File: config.mk
export PLATFORM = sky130hd
export DESIGN_NAME = oaht_ctrl
export DESIGN_NICKNAME = d
export VERILOG_FILES = /design/src/hdl/open_addressing_hash_table_core_assert.svh /design/src/hdl/oaht_pkg.sv /design/src/hdl/oaht_ctrl.sv
export SDC_FILE = /design/constraint.sdc
export NUM_CORES = 1
export LEC_CHECK = 0
export ABC_AREA = 1
export CORE_AREA = 5 5 42 44
export DETAILED_ROUTE_END_ITERATION = 16
export DIE_AREA = 0 0 47 49
export DONT_BUFFER_PORTS = 1
export HOLD_SLACK_MARGIN = 0.06
export PLACE_DENSITY = 0.78
export SLEW_MARGIN = 30
export SYNTH_ARGS = -nofsm -noshare
export SYNTH_HDL_FRONTEND = slang
export SYNTH_SLANG_ARGS = --single-unit
File: constraint.sdc
create_clock -name clk_i -period 2.05 [get_ports clk_i]
set_input_delay 0.205 -clock clk_i [delete_from_list [all_inputs] [get_ports clk_i]]
set_output_delay 0.205 -clock clk_i [all_outputs]
set_load 0.02 [all_outputs]
File: src/hdl/open_addressing_hash_table_core_assert.svh
// Assertion macros for the hash table core.
`ifndef OPEN_ADDRESSING_HASH_TABLE_CORE_ASSERT_SVH
`define OPEN_ADDRESSING_HASH_TABLE_CORE_ASSERT_SVH
// Implication checked on every clock edge outside reset.
`define OAHT_ASSERT_IMP(lbl, ante, cons) \
  lbl: assert property (@(posedge clk_i) disable iff (!rst_ni) (ante) |-> (cons)) \
    else $error("assertion failed");
// Implication with the consequent checked in the next cycle.
`define OAHT_ASSERT_NEXT(lbl, ante, cons) \
  lbl: assert property (@(posedge clk_i) disable iff (!rst_ni) (ante) |=> (cons)) \
    else $error("assertion failed");
`endif

File: src/hdl/oaht_pkg.sv
// Shared types and constants for the hash table core.
package oaht_pkg;
  localparam int unsigned MaxSlotsDefault = 4096;
  localparam logic [12:0] SizeReset = 13'd2531;
  localparam int unsigned KeyW = 31;
  localparam int unsigned ValW = 32;
  localparam int unsigned CntW = 13;

  typedef enum logic [1:0] {
    OP_CLEAR  = 2'd0,
    OP_INSERT = 2'd1,
    OP_LOOKUP = 2'd2,
    OP_NOP    = 2'd3
  } op_e;

  typedef enum logic [1:0] {
    ST_OK     = 2'd0,
    ST_NFOUND = 2'd1,
    ST_DUP    = 2'd2,
    ST_GROW   = 2'd3
  } status_e;

  // controller to datapath
  typedef struct packed {
    logic load;      // capture input item, start home-slot modulo
    logic mod_step;  // one restoring-division step
    logic rd;        // issue memory read at current slot
    logic adv;       // advance probe
    logic wr;        // write key/value at current slot
    logic clr_step;  // clear one valid bit
    logic clr_start;
    logic fin;       // build result
  } cmd_t;

  // datapath to controller
  typedef struct packed {
    logic mod_done;
    logic hit;       // slot valid and key matches
    logic empty;     // slot not valid
    logic exhaust;   // collision count reached the size
    logic clr_done;
    logic can_ins;
  } sts_t;
endpackage

File: src/hdl/oaht_ctrl.sv
// Controller state machine for the hash table core.
module oaht_ctrl (
  input  logic          clk_i,
  input  logic          rst_ni,
  input  logic          in_fire_i,
  input  logic [1:0]    op_i,
  input  logic          out_free_i,
  input  oaht_pkg::sts_t sts_i,
  output oaht_pkg::cmd_t cmd_o,
  output logic          busy_o,
  output logic          res_valid_o
);
  import oaht_pkg::*;

  typedef enum logic [8:0] {
    S_IDLE = 9'b0_0000_0001,
    S_MOD  = 9'b0_0000_0010,
    S_RD   = 9'b0_0000_0100,
    S_CHK  = 9'b0_0000_1000,
    S_CLR  = 9'b0_0001_0000,
    S_FIN  = 9'b0_0010_0000,
    S_OUT  = 9'b0_0100_0000,
    S_WR   = 9'b0_1000_0000,
    S_INIT = 9'b1_0000_0000
  } state_e;

  state_e state_q, state_d;
  logic [1:0] op_q;

  always_ff @(posedge clk_i or negedge rst_ni) begin
    if (!rst_ni) begin
      state_q <= S_INIT;
      op_q <= OP_NOP;
    end else begin
      state_q <= state_d;
      if (in_fire_i) op_q <= op_i;
    end
  end

  always_comb begin
    state_d = state_q;
    cmd_o = '0;
    case (state_q)
      S_INIT: begin
        // clearing pass over the valid bits after reset, no result
        cmd_o.clr_step = 1'b1;
        if (sts_i.clr_done) state_d = S_IDLE;
      end
      S_IDLE: begin
        if (in_fire_i) begin
          cmd_o.load = 1'b1;
          case (op_e'(op_i))
            OP_CLEAR: begin
              cmd_o.clr_start = 1'b1;
              state_d = S_CLR;
            end
            OP_INSERT, OP_LOOKUP: state_d = S_MOD;
            default: state_d = S_FIN;
          endcase
        end
      end
      S_MOD: begin
        cmd_o.mod_step = 1'b1;
        if (sts_i.mod_done) state_d = S_RD;
      end
      S_RD: begin
        cmd_o.rd = 1'b1;
        state_d = S_CHK;
      end
      S_CHK: begin
        if (sts_i.exhaust) begin
          // count the last collision; the slot stays where it is
          cmd_o.adv = 1'b1;
          state_d = S_FIN;
        end else if (sts_i.hit || sts_i.empty) begin
          if (op_q == OP_INSERT && !sts_i.hit && !sts_i.exhaust && sts_i.can_ins) begin
            state_d = S_WR;
          end else begin
            state_d = S_FIN;
          end
        end else begin
          cmd_o.adv = 1'b1;
          state_d = S_RD;
        end
      end
      S_WR: begin
        cmd_o.wr = 1'b1;
        state_d = S_FIN;
      end
      S_CLR: begin
        cmd_o.clr_step = 1'b1;
        if (sts_i.clr_done) state_d = S_FIN;
      end
      S_FIN: begin
        cmd_o.fin = 1'b1;
        state_d = S_OUT;
      end
      S_OUT: begin
        if (out_free_i) state_d = S_IDLE;
      end
      default: state_d = S_IDLE;
    endcase
  end

  assign busy_o = (state_q != S_IDLE);
  assign res_valid_o = (state_q == S_OUT);
endmodule

==> key figures, run 1 <==
Global routing
  – First-pass GRT wire length: 2.66 mm
  – Antenna violations before repair: 0
  – Global route total overflow: 0
  – GRT Util Overall: 16.2%
  – Vias in the first global route: about 670
  – Maximum number of pins on one net before global-route repair: 12

Timing
  – Count of final hold-check violations: 0
  – Maximum clock frequency: approximately 550 MHz
  – Worst rel slew slack: 68.2%
  – Setup Total Neg Slack: 0 ns
  – Finish-stage setup viols: 0
  – Slew of the pin with the lowest slew margin: roughly 0.48 ns
  – Worst Setup Slack, final: 0.242 ns
  – RSZ-0062 raised after global routing: false
  – Clock Skews: 0.00216 ns
  – Fin crit period: 1.81 ns
  – Period Utilization, post-route: between 80% and 90%
  – Number of slew-limit violations in the final report: 0

Critical path
  – Top cell family by delay on the critical path: simple AND/OR/NAND/NOR gates
  – Type of origin of the critical path: register
  – Required time at the worst-slack endpoint: 1.85 ns
  – Category of the worst setup path capture point: output pin
  – Critical path arrival: 1.60 ns
  – Crit path kind: register to output pin
  – Maximum fanout count along the critical path: 6
  – Max incr delay on CP: 0.42 ns
  – Cell chain of the critical path: nor2_4 -> nand3_4 -> nor2_2 -> inv_2 -> nor2_1
  – Count of buffering cells on the critical path with inverters included: 1
  – Slowest cell on crit path: sky130_fd_sc_hd__dfrtp_1

Pwr
  – Total leakage power: 0.519 nW
  – Peak supply drop: between 0.6 and 0.7 mV
  – P per Cell Area: about 1100 nW/um^2

Drt
  – Ratio of routed vias to standard cells: 5.07
  – Via count of the routed design: roughly 700
  – First-pass iteration count of the detailed router: 4
  – WL/cell: about 11 um
  – Number of nets with antenna violations after routing: 0
  – DRT iter0 DRCs: 9
  – Post-route DRC: 0
  – Total routed wirelength: 1.59 mm

Floorplanning
  – Placement Rows: 14
  – Core Area: ~1400 um^2
  – Starting Density: a little under three fifths
  – Die height: 49 um
  – Die extent in x: 47 um
  – I/O Pins: 22
  – Total Die Area: 2300 um^2

Cells and area
  – Reg area: 279 um^2
  – Commonest cells after routing, fill and taps aside: sky130_fd_sc_hd__nand2_1, sky130_fd_sc_hd__nor2_1, sky130_fd_sc_hd__inv_1, sky130_fd_sc_hd__dfrtp_1
  – Diode insertion count for antenna repair: 0
  – Area of the multi-input gates: between 400 and 500 um^2
  – Most common cell after layout, fill and taps aside: sky130_fd_sc_hd__nand2_1
  – Synth-to-Final Area Change: 11.6%
  – Number of nets in the finished design: approximately 140
  – Fin area: 876 um^2
  – Share of post-route cells with drive strength above 1: 20.8%
  – Utilization of the core after routing: 62.5%
  – Fill cell count: 143

Yosys
  – Area share of xor/xnor cells in the synthesized design: 0%
  – Multiplexer fraction of the synthesized cell area: 0%
  – Seq/Total Area, Yosys: between 30% and 40%
  – Leading register cell type out of synthesis: sky130_fd_sc_hd__dfrtp_1
  – Mapped Avg Cell Area: 6.76 um^2
  – Ys async rst share: 100%
  – Number of cells produced by synthesis: 116
  – Yosys Warn Count: 0
  – Cell Area, Synth: ~800 um^2
  – Largest family of logic cells by synthesized area: simple AND/OR/NAND/NOR gates
  – EDFF count, synth: 0
  – Count of unique library cells instantiated by Yosys: 22
  – Share of synthesized cell area in and, or, nand and nor gates: 44.8%
  – Adder and majority gate portion of the synthesized area: 4.78%
  – Synthesized netlist net count: 131
  – Post-synthesis compound-gate area fraction: 3.83%
  – Yosys reg bits: 11

Flow run
  – Count of max-cap constraint violations: 0

Place
  – Setup Slack @ Placement: 0.533 ns
  – HPWL Detailed: 1.37 mm
  – Placement Cell Area: 820 um^2
  – Gpl congestion: ~0.84
  – IO buf count: 0

Clock network
  – Num Clock Sinks: 11
  – Clock-pin slew reported for the worst setup and hold paths after clock tree synthesis: 0.06 ns
  – Root buf cell: sky130_fd_sc_hd__clkbuf_4
  – Clock buffer count from CTS: 3
  – TritonCTS clock tree: done
  – Post_cts resized: 0
  – Maximum root-to-sink buffer count: 2
  – Clock H-tree levels: 1
  – Clock Latency Late Sink: 0.27 ns

Status
  – Outcome: finished clean

Min path
  – Class of the tightest hold or removal check: primary input to register
## kinds of logic after synthesis
logic type      Yosys count
compound gates            6
fa+ha+maj                 3
buf+inv                  23
flops                    11
simple gates             73
## per-layer routing
metal / routed length (um) / share of wire, % / GRT usage (%)
met1: 641 / 40 / 18.2
met5: 0 / 0 / 0
met4: 44 / 2.8 / 9.68
met3: 96 / 6.0 / 3.69
met2: 806 / 51 / 26.2
## cells in the mapped netlist (2+ instances only)
master	number	area, um^2
sky130_fd_sc_hd__nand2_1	29	109
sky130_fd_sc_hd__nor2_1	22	82.6
sky130_fd_sc_hd__inv_1	18	67.6
sky130_fd_sc_hd__dfrtp_1	8	200
sky130_fd_sc_hd__inv_2	5	18.8
sky130_fd_sc_hd__nor2_2	5	31.3
sky130_fd_sc_hd__nand3_1	4	20.0
sky130_fd_sc_hd__dfstp_2	3	78.8
sky130_fd_sc_hd__ha_1	3	37.5
sky130_fd_sc_hd__nor3_1	3	15.0
sky130_fd_sc_hd__o21ai_0	3	15.0
sky130_fd_sc_hd__a21oi_1	2	10.0
sky130_fd_sc_hd__nor2_4	2	22.5
## final timing paths
kind | start | end | slack (ns) | depth (start not counted)
max | state_q[4]$_DFFE_PN0P_ | cmd_o[1] | 0.24 | 5
min | op_i[1] | op_q[1]$_DFFE_PN1P_ | 0.07 | 2
min reg2reg | op_q[0]$_DFFE_PN1P_ | op_q[0]$_DFFE_PN1P_ | 0.50 | 2
min in group asynchronous | rst_ni | state_q[0]$_DFFE_PN0P_ | 0.33 | 1
max reg2reg | state_q[0]$_DFFE_PN0P_ | state_q[4]$_DFFE_PN0P_ | 0.63 | 9
max in group asynchronous | rst_ni | op_q[1]$_DFFE_PN1P_ | 1.38 | 1
## metrics by stage
step                power (mW)  std cells  hold WS (ns)
floorplan                0.719        116       -0.0906
global placement         0.786        134       -0.0903
detailed placement       0.804        134       -0.0903
CTS                      0.960        141        0.0702
global route              1.05        141        0.0675
finish                   0.953        141        0.0745
## final cells by class
class,count,share of cell area [%]
Clock buffer,4,3.00
Inverter,23,9.86
Multi-Input combinational cell,82,47.9
Sequential cell,11,31.9
Tap cell,16,2.29
Timing Repair Buffer,5,5.14
## flip-flops by register name, indices dropped and copies added, names as in the netlist
signal,cells
state_q,9
op_q,2
## what timing repair did
| item | in CTS | in global routing |
|---|---|---|
| hold endpoints to repair | 13 | 0 |
| hold buffers | 3 | 0 |
| buffers inserted | 0 | 0 |
## where the power goes
part	switching (mW)	total (mW)	internal [mW]
Combinational	0.350	0.505	0.155
Sequential	0.0395	0.302	0.262
Clock	0.0711	0.147	0.0754
No activity file was read; power rests on OpenSTA's default activity.
==> run 2: changes to the inputs <==
--- a/config.mk
+++ b/config.mk
@@ -5,13 +5,12 @@
 export SDC_FILE = /design/constraint.sdc
 export NUM_CORES = 1
 export LEC_CHECK = 0
-export ABC_AREA = 1
 export CORE_AREA = 5 5 42 44
 export DETAILED_ROUTE_END_ITERATION = 16
 export DIE_AREA = 0 0 47 49
 export DONT_BUFFER_PORTS = 1
 export HOLD_SLACK_MARGIN = 0.06
-export PLACE_DENSITY = 0.78
+export PLACE_DENSITY = 0.81
 export SLEW_MARGIN = 30
 export SYNTH_ARGS = -nofsm -noshare
 export SYNTH_HDL_FRONTEND = slang
==> constraint.sdc (replaced) <==
create_clock -name clk_i -period 2.3 [get_ports clk_i]
set_input_delay 0.23 -clock clk_i [delete_from_list [all_inputs] [get_ports clk_i]]
set_output_delay 0.23 -clock clk_i [all_outputs]
set_load 0.1 [all_outputs]
==> key figures, run 2 <==
Status
  – Outcome: finished clean

Place
  – HPWL Detailed: 1.50 mm
  – Gpl congestion: between 0.8 and 0.9
  – Instance count after placement with tap cells included: 105
  – IO buf count: 0

Clock network
  – Number of setup buffers added after CTS: 0
  – TritonCTS clock tree: done
  – Root buf cell: sky130_fd_sc_hd__clkbuf_4
  – Clock Latency Late Sink: around 0.27 ns
  – Clock-pin slew reported for the worst setup and hold paths after clock tree synthesis: 0.07 ns
  – Num Clock Sinks: 11
  – Clock buffer count from CTS: 3
  – Post_cts resized: 0
  – Clock H-tree levels: 1
  – Maximum root-to-sink buffer count: 2

Timing
  – Count of final hold-check violations: 0
  – Fin crit period: 2.15 ns
  – Slew of the pin with the lowest slew margin: a little over 0.5 ns
  – Worst rel slew slack: 65.7%
  – Number of slew-limit violations in the final report: 0
  – Finish-stage setup viols: 0
  – Maximum clock frequency: 464 MHz
  – Final Hold Slack: between 0.1 and 0.15 ns
  – Period Utilization, post-route: 93.6%
  – Clock Skews: 0.00345 ns
  – RSZ-0062 raised after global routing: false

Pwr
  – Total leakage power: between 0.4 and 0.5 nW
  – Power consumption: 1.23 mW
  – P per Cell Area: 1250 nW/um^2
  – Peak supply drop: ~0.7 mV

Critical path
  – Worst setup slack for register-to-register paths: 0.57 ns
  – Category of the worst setup path capture point: output pin
  – Source of the critical timing path: state_q[1]$_DFFE_PN0P_
  – Path depth of the worst reg2reg path: 4
  – Crit path kind: register to output pin
  – Required time at the worst-slack endpoint: just over 2 ns
  – FF-to-FF Start: state_q[1]$_DFFE_PN0P_
  – Terminus of the critical flop-to-flop path: state_q[4]$_DFFE_PN0P_
  – Critical path arrival: 1.92 ns
  – Maximum fanout count along the critical path: 6
  – Type of origin of the critical path: register
  – CP endpoint: cmd_o[1]

Yosys
  – Cell type with the highest aggregate area in the netlist: sky130_fd_sc_hd__dfrtp_1
  – EDFF count, synth: 0
  – Leading register cell type out of synthesis: sky130_fd_sc_hd__dfrtp_1
  – Post-synth top cells: sky130_fd_sc_hd__dfrtp_1, sky130_fd_sc_hd__nor2_1, sky130_fd_sc_hd__nand2_1
  – Proportion of netlist area held by the largest area contributor: between 20% and 30%
  – Count of unique library cells instantiated by Yosys: 46
  – Number of cells produced by synthesis: 83
  – Seq/Total Area, Yosys: 33.5%
  – Cell Area, Synth: approximately 830 um^2
  – Most instantiated library cell after synthesis: sky130_fd_sc_hd__dfrtp_1
  – Ys async rst share: between 90% and 100%
  – Synthesized netlist net count: 98
  – Mapped Avg Cell Area: 10.0 um^2
  – Yosys reg bits: 11
  – Top area cells in the synthesized netlist: sky130_fd_sc_hd__dfrtp_1, sky130_fd_sc_hd__dfstp_2, sky130_fd_sc_hd__nor4_4
  – Yosys Warn Count: 0

Flow run
  – Count of max-cap constraint violations: 0

Global routing
  – First-pass GRT wire length: 3.37 mm
  – Maximum number of pins on one net before global-route repair: 12
  – GRT Util Overall: 19.7%
  – Global route total overflow: 0
  – Vias in the first global route: around 770
  – Antenna violations before repair: 0

Drt
  – Post-route DRC: 0
  – Via count of the routed design: 722
  – Ratio of routed vias to standard cells: around 6.5
  – Total routed wirelength: 1.97 mm
  – First-pass iteration count of the detailed router: 4
  – Number of nets with antenna violations after routing: 0
  – WL/cell: 17.7 um
  – DRT iter0 DRCs: 12

Floorplanning
  – Core Area: around 1400 um^2
  – Starting Density: 59.5%
  – Placement Rows: 14
  – Die height: 49 um
  – I/O Pins: 22
  – Total Die Area: 2300 um^2
  – Die extent in x: between 40 and 50 um

Cells and area
  – Share of post-route cells with drive strength above 1: a little under two fifths
  – Largest register FFs: 9
  – Register with the most flip-flops: state_q
  – Fill cell count: 108
  – Diode insertion count for antenna repair: 0
  – Post-route non-filler standard cell count: about 110
  – Biggest registers after layout: state_q: 9 flops, op_q: 2 flops
  – Number of nets in the finished design: 111
  – Synth-to-Final Area Change: 17.7%
  – Commonest cells after routing, fill and taps aside: sky130_fd_sc_hd__buf_4, sky130_fd_sc_hd__dfrtp_1, sky130_fd_sc_hd__nor2_1, sky130_fd_sc_hd__nand2_1, sky130_fd_sc_hd__inv_1

Min path
  – Class of the tightest hold or removal check: primary input to register
==> run 2: cell count changes in the layout (fill, tap and decap cells not counted), moves of 4 or more <==
cell / change
sky130_fd_sc_hd__buf_4: +6
sky130_fd_sc_hd__nor2_1: -16
sky130_fd_sc_hd__inv_1: -14
sky130_fd_sc_hd__inv_2: -4
sky130_fd_sc_hd__nand2_1: -24
==> run 2: worst min-delay path by stage <==
stage	startpoint	cells past startpoint	to
finish	op_i[1]	1	op_q[1]$_DFFE_PN1P_
CTS	op_i[1]	1	op_q[1]$_DFFE_PN1P_
detailed placement	rst_ni	0	state_q[2]$_DFFE_PN0P_
global route	op_i[1]	1	op_q[1]$_DFFE_PN1P_
floorplan	rst_ni	0	state_q[0]$_DFFE_PN0P_
global placement	rst_ni	0	state_q[3]$_DFFE_PN0P_
==> run 2: cells by family after synthesis <==
family          share of synthesized area, %
compound gates                          9.01
mux                                     2.70
fa+ha+maj                               4.50
xor+xnor                                3.15
simple gates                            42.6
flops                                   33.5
buf+inv                                 4.50
==> run 2: power by group <==
group	switching [mW]	internal (mW)	leakage [nW]	total, mW
sequential	0.0722	0.230	0.139	0.302
clock	0.0665	0.0672	0.0150	0.134
combinational	0.559	0.234	0.292	0.793
==> run 2: metal layers <==
| layer | vias to the layer above | GRT usage, % | wire, um | part of all wire [%] |
|---|---|---|---|---|
| met1 | 366 | 21.9 | 761 | 39 |
| li1 | 328 | - | - | - |
| met4 | 0 | 6.45 | 37 | 1.9 |
| met5 | - | 0 | 0 | 0 |
| met2 | 21 | 34.2 | 1050 | 53 |
| met3 | 7 | 5.90 | 116 | 5.9 |
==> run 2: worst max-delay path, cell delays in order, from the launching register on <==
cell                      delay, ns
sky130_fd_sc_hd__dfrtp_1       0.44
sky130_fd_sc_hd__nor4_2        0.39
sky130_fd_sc_hd__and3_4        0.29
sky130_fd_sc_hd__and3_2        0.52
==> run 2: area by class of cell <==
type / instances / area [um^2] / share of cell area [%]
tap: 16 / 20.0 / 2.04
inverter: 5 / 18.8 / 1.91
sequential: 11 / 279 / 28.4
timing repair buffer: 10 / 80.1 / 8.16
multi-input combinational: 65 / 557 / 56.8
clock buffer: 4 / 26.3 / 2.68
==> run 2: what timing repair did <==
action,4_1_cts,5_1_grt
hold buffers,2,0
hold endpoints to repair,12,0
endpoints found under the setup margin,0,0
==> run 2: through the flow <==
step	setup WS (ns)	util, %	cell area [um^2]	TNS, ns
5_1_grt	0.0672	70.0	981	0
3_3_place_gp	0.502	66.7	935	0
4_1_cts	0.156	70.0	981	0
3_5_place_dp	0.459	66.7	935	0
6_report	0.147	70.0	981	0
2_1_floorplan	-0.517	-	852	-0.567
==> run 3: changes to the inputs <==
--- a/config.mk
+++ b/config.mk
@@ -11,6 +11,7 @@
 export DONT_BUFFER_PORTS = 1
 export HOLD_SLACK_MARGIN = 0.06
 export PLACE_DENSITY = 0.81
+export RECOVER_POWER = 100
 export SLEW_MARGIN = 30
 export SYNTH_ARGS = -nofsm -noshare
 export SYNTH_HDL_FRONTEND = slang
==> key figures, run 3 (synthesis gave the netlist of run 2 again) <==
Clock network
  – Num Clock Sinks: 11
  – Clock-pin slew reported for the worst setup and hold paths after clock tree synthesis: ~0.070 ns
  – TritonCTS clock tree: done
  – Maximum root-to-sink buffer count: 2
  – Clock Latency Late Sink: 0.27 ns
  – Root buf cell: sky130_fd_sc_hd__clkbuf_4
  – Clock H-tree levels: 1
  – Post_cts resized: 0
  – Clock buffer count from CTS: 3

Pwr
  – Internal: 0.506 mW
  – Power share of the combinational group: 63.4%
  – Sequential cell fraction of total power: 25.5%
  – Clock network fraction of total power: about 11%
  – Peak supply drop: between 0.6 and 0.7 mV
  – P per Cell Area: 1250 nW/um^2
  – Total leakage power: ~0.43 nW
  – Switching power: 0.682 mW
  – Switch share: a little under three fifths

Drt
  – First-pass iteration count of the detailed router: 4
  – DRT iter0 DRCs: 14
  – Number of nets with antenna violations after routing: 0
  – Ratio of routed vias to standard cells: around 6.4
  – Total routed wirelength: 1.99 mm
  – Via count of the routed design: between 700 and 800
  – Post-route DRC: 0
  – WL/cell: 17.9 um

Cells and area
  – Post-route non-filler standard cell count: 111
  – Fin area: ~950 um^2
  – Utilization of the core after routing: about two thirds
  – Biggest registers after layout: state_q: 9 flops, op_q: 2 flops
  – Most common cell after layout, fill and taps aside: sky130_fd_sc_hd__dfrtp_1
  – Share of post-route cells with drive strength above 1: 32.6%
  – Largest register FFs: 9
  – Synth-to-Final Area Change: 13.8%
  – Commonest cells after routing, fill and taps aside: sky130_fd_sc_hd__dfrtp_1, sky130_fd_sc_hd__nor2_1, sky130_fd_sc_hd__nand2_1, sky130_fd_sc_hd__clkbuf_4
  – Register with the most flip-flops: state_q
  – Diode insertion count for antenna repair: 0
  – Number of nets in the finished design: 111
  – Fill cell count: 115

Place
  – Placement Cell Area: 935 um^2
  – HPWL Detailed: 1.50 mm
  – Instance count after placement with tap cells included: 105
  – Gpl congestion: between 0.8 and 0.9
  – IO buf count: 0

Global routing
  – GRT Util Overall: 19.7%
  – First-pass GRT wire length: 3.37 mm
  – Antenna violations before repair: 0
  – Maximum number of pins on one net before global-route repair: 12
  – Vias in the first global route: 766
  – Global route total overflow: 0

Floorplanning
  – Placement Rows: 14
  – Die height: ~50 um
  – Die extent in x: 47 um
  – Total Die Area: approximately 2300 um^2
  – Core Area: around 1400 um^2
  – I/O Pins: 22
  – Starting Density: 59.5%

Critical path
  – Type of origin of the critical path: register
  – Terminus of the critical flop-to-flop path: state_q[4]$_DFFE_PN0P_
  – Required time at the worst-slack endpoint: about 2.1 ns
  – FF-to-FF Start: state_q[1]$_DFFE_PN0P_
  – Critical path arrival: slightly below 2 ns
  – Category of the worst setup path capture point: output pin
  – Slowest cell on crit path: sky130_fd_sc_hd__dfrtp_1
  – Cell chain of the critical path: nor4_4 -> and4_1 -> o21a_1 -> clkbuf_4
  – Worst setup slack for register-to-register paths: 0.39 ns
  – Crit path kind: register to output pin
  – Max incr delay on CP: 0.52 ns
  – Maximum fanout count along the critical path: 7
  – Path depth of the worst reg2reg path: 4

Timing
  – Setup Total Neg Slack: 0 ns
  – Period Utilization, post-route: around 94%
  – RSZ-0062 raised after global routing: false
  – Clock Skews: 0.00257 ns
  – Worst rel slew slack: 64.3%
  – Count of final hold-check violations: 0
  – Number of slew-limit violations in the final report: 0
  – Maximum clock frequency: about 460 MHz
  – Fin crit period: 2.17 ns
  – Slew of the pin with the lowest slew margin: approximately 0.54 ns
  – Finish-stage setup viols: 0

Min path
  – Class of the tightest hold or removal check: primary input to register
  – Hold path startpoint: op_i[1]
  – Number of instances on the worst hold path: 1
  – End of the worst hold path: op_q[1]$_DFFE_PN1P_

Flow run
  – Count of max-cap constraint violations: 0

Status
  – Outcome: finished clean
run 3: worst max path at each step:
stage                           startpoint       end  slack, ns
global route        state_q[5]$_DFFE_PN0P_  cmd_o[4]       0.05
floorplan           state_q[1]$_DFFE_PN0P_  cmd_o[3]      -0.52
CTS                 state_q[1]$_DFFE_PN0P_  cmd_o[1]       0.16
detailed placement  state_q[1]$_DFFE_PN0P_  cmd_o[1]       0.46
finish              state_q[5]$_DFFE_PN0P_  cmd_o[4]       0.13
global placement    state_q[1]$_DFFE_PN0P_  cmd_o[1]       0.50
run 3: area by class of cell:
cell class	count	area (um^2)	area share (%)
clock buffer	4	26.3	2.77
inverter	5	18.8	1.98
multi-input combinational	65	537	56.6
sequential	11	279	29.4
tap	16	20.0	2.11
timing repair buffer	10	67.6	7.12
run 3: critical path, delay by kind of cell, from the launching register on:
family          cells  cell delay [ns]
simple gates        2             0.70
flops               1             0.52
buf+inv             1             0.32
compound gates      1             0.14
run 3: stage by stage:
stage,power [mW],hold WS (ns),setup slack (ns)
final,1.19,0.107,0.130
after global routing,1.25,0.102,0.0459
after CTS,1.22,0.108,0.156
after detailed placement,1.08,-0.0653,0.459
after global placement,1.06,-0.0653,0.502
after floorplan,0.945,-0.0656,-0.517
run 3: repair_timing:
action / in CTS / in global routing
hold buffers: 2 / 0
buffers inserted: 0 / 0
hold endpoints to repair: 12 / 0
run 3: per-layer routing:
metal	global-route usage [%]	vias up	wire length (um)
met4	6.45	0	37
met2	34.2	19	1040
li1	-	328	-
met5	0	-	0
met3	5.90	7	105
met1	21.9	351	808
run 3: power groups by stage:
stage               Sequential, mW  Combinational, mW  Clock [mW]
floorplan                    0.266              0.678           0
global placement             0.299              0.765           0
detailed placement           0.305              0.778           0
CTS                          0.302              0.787       0.134
global route                 0.308              0.801       0.145
finish                       0.303              0.753       0.132
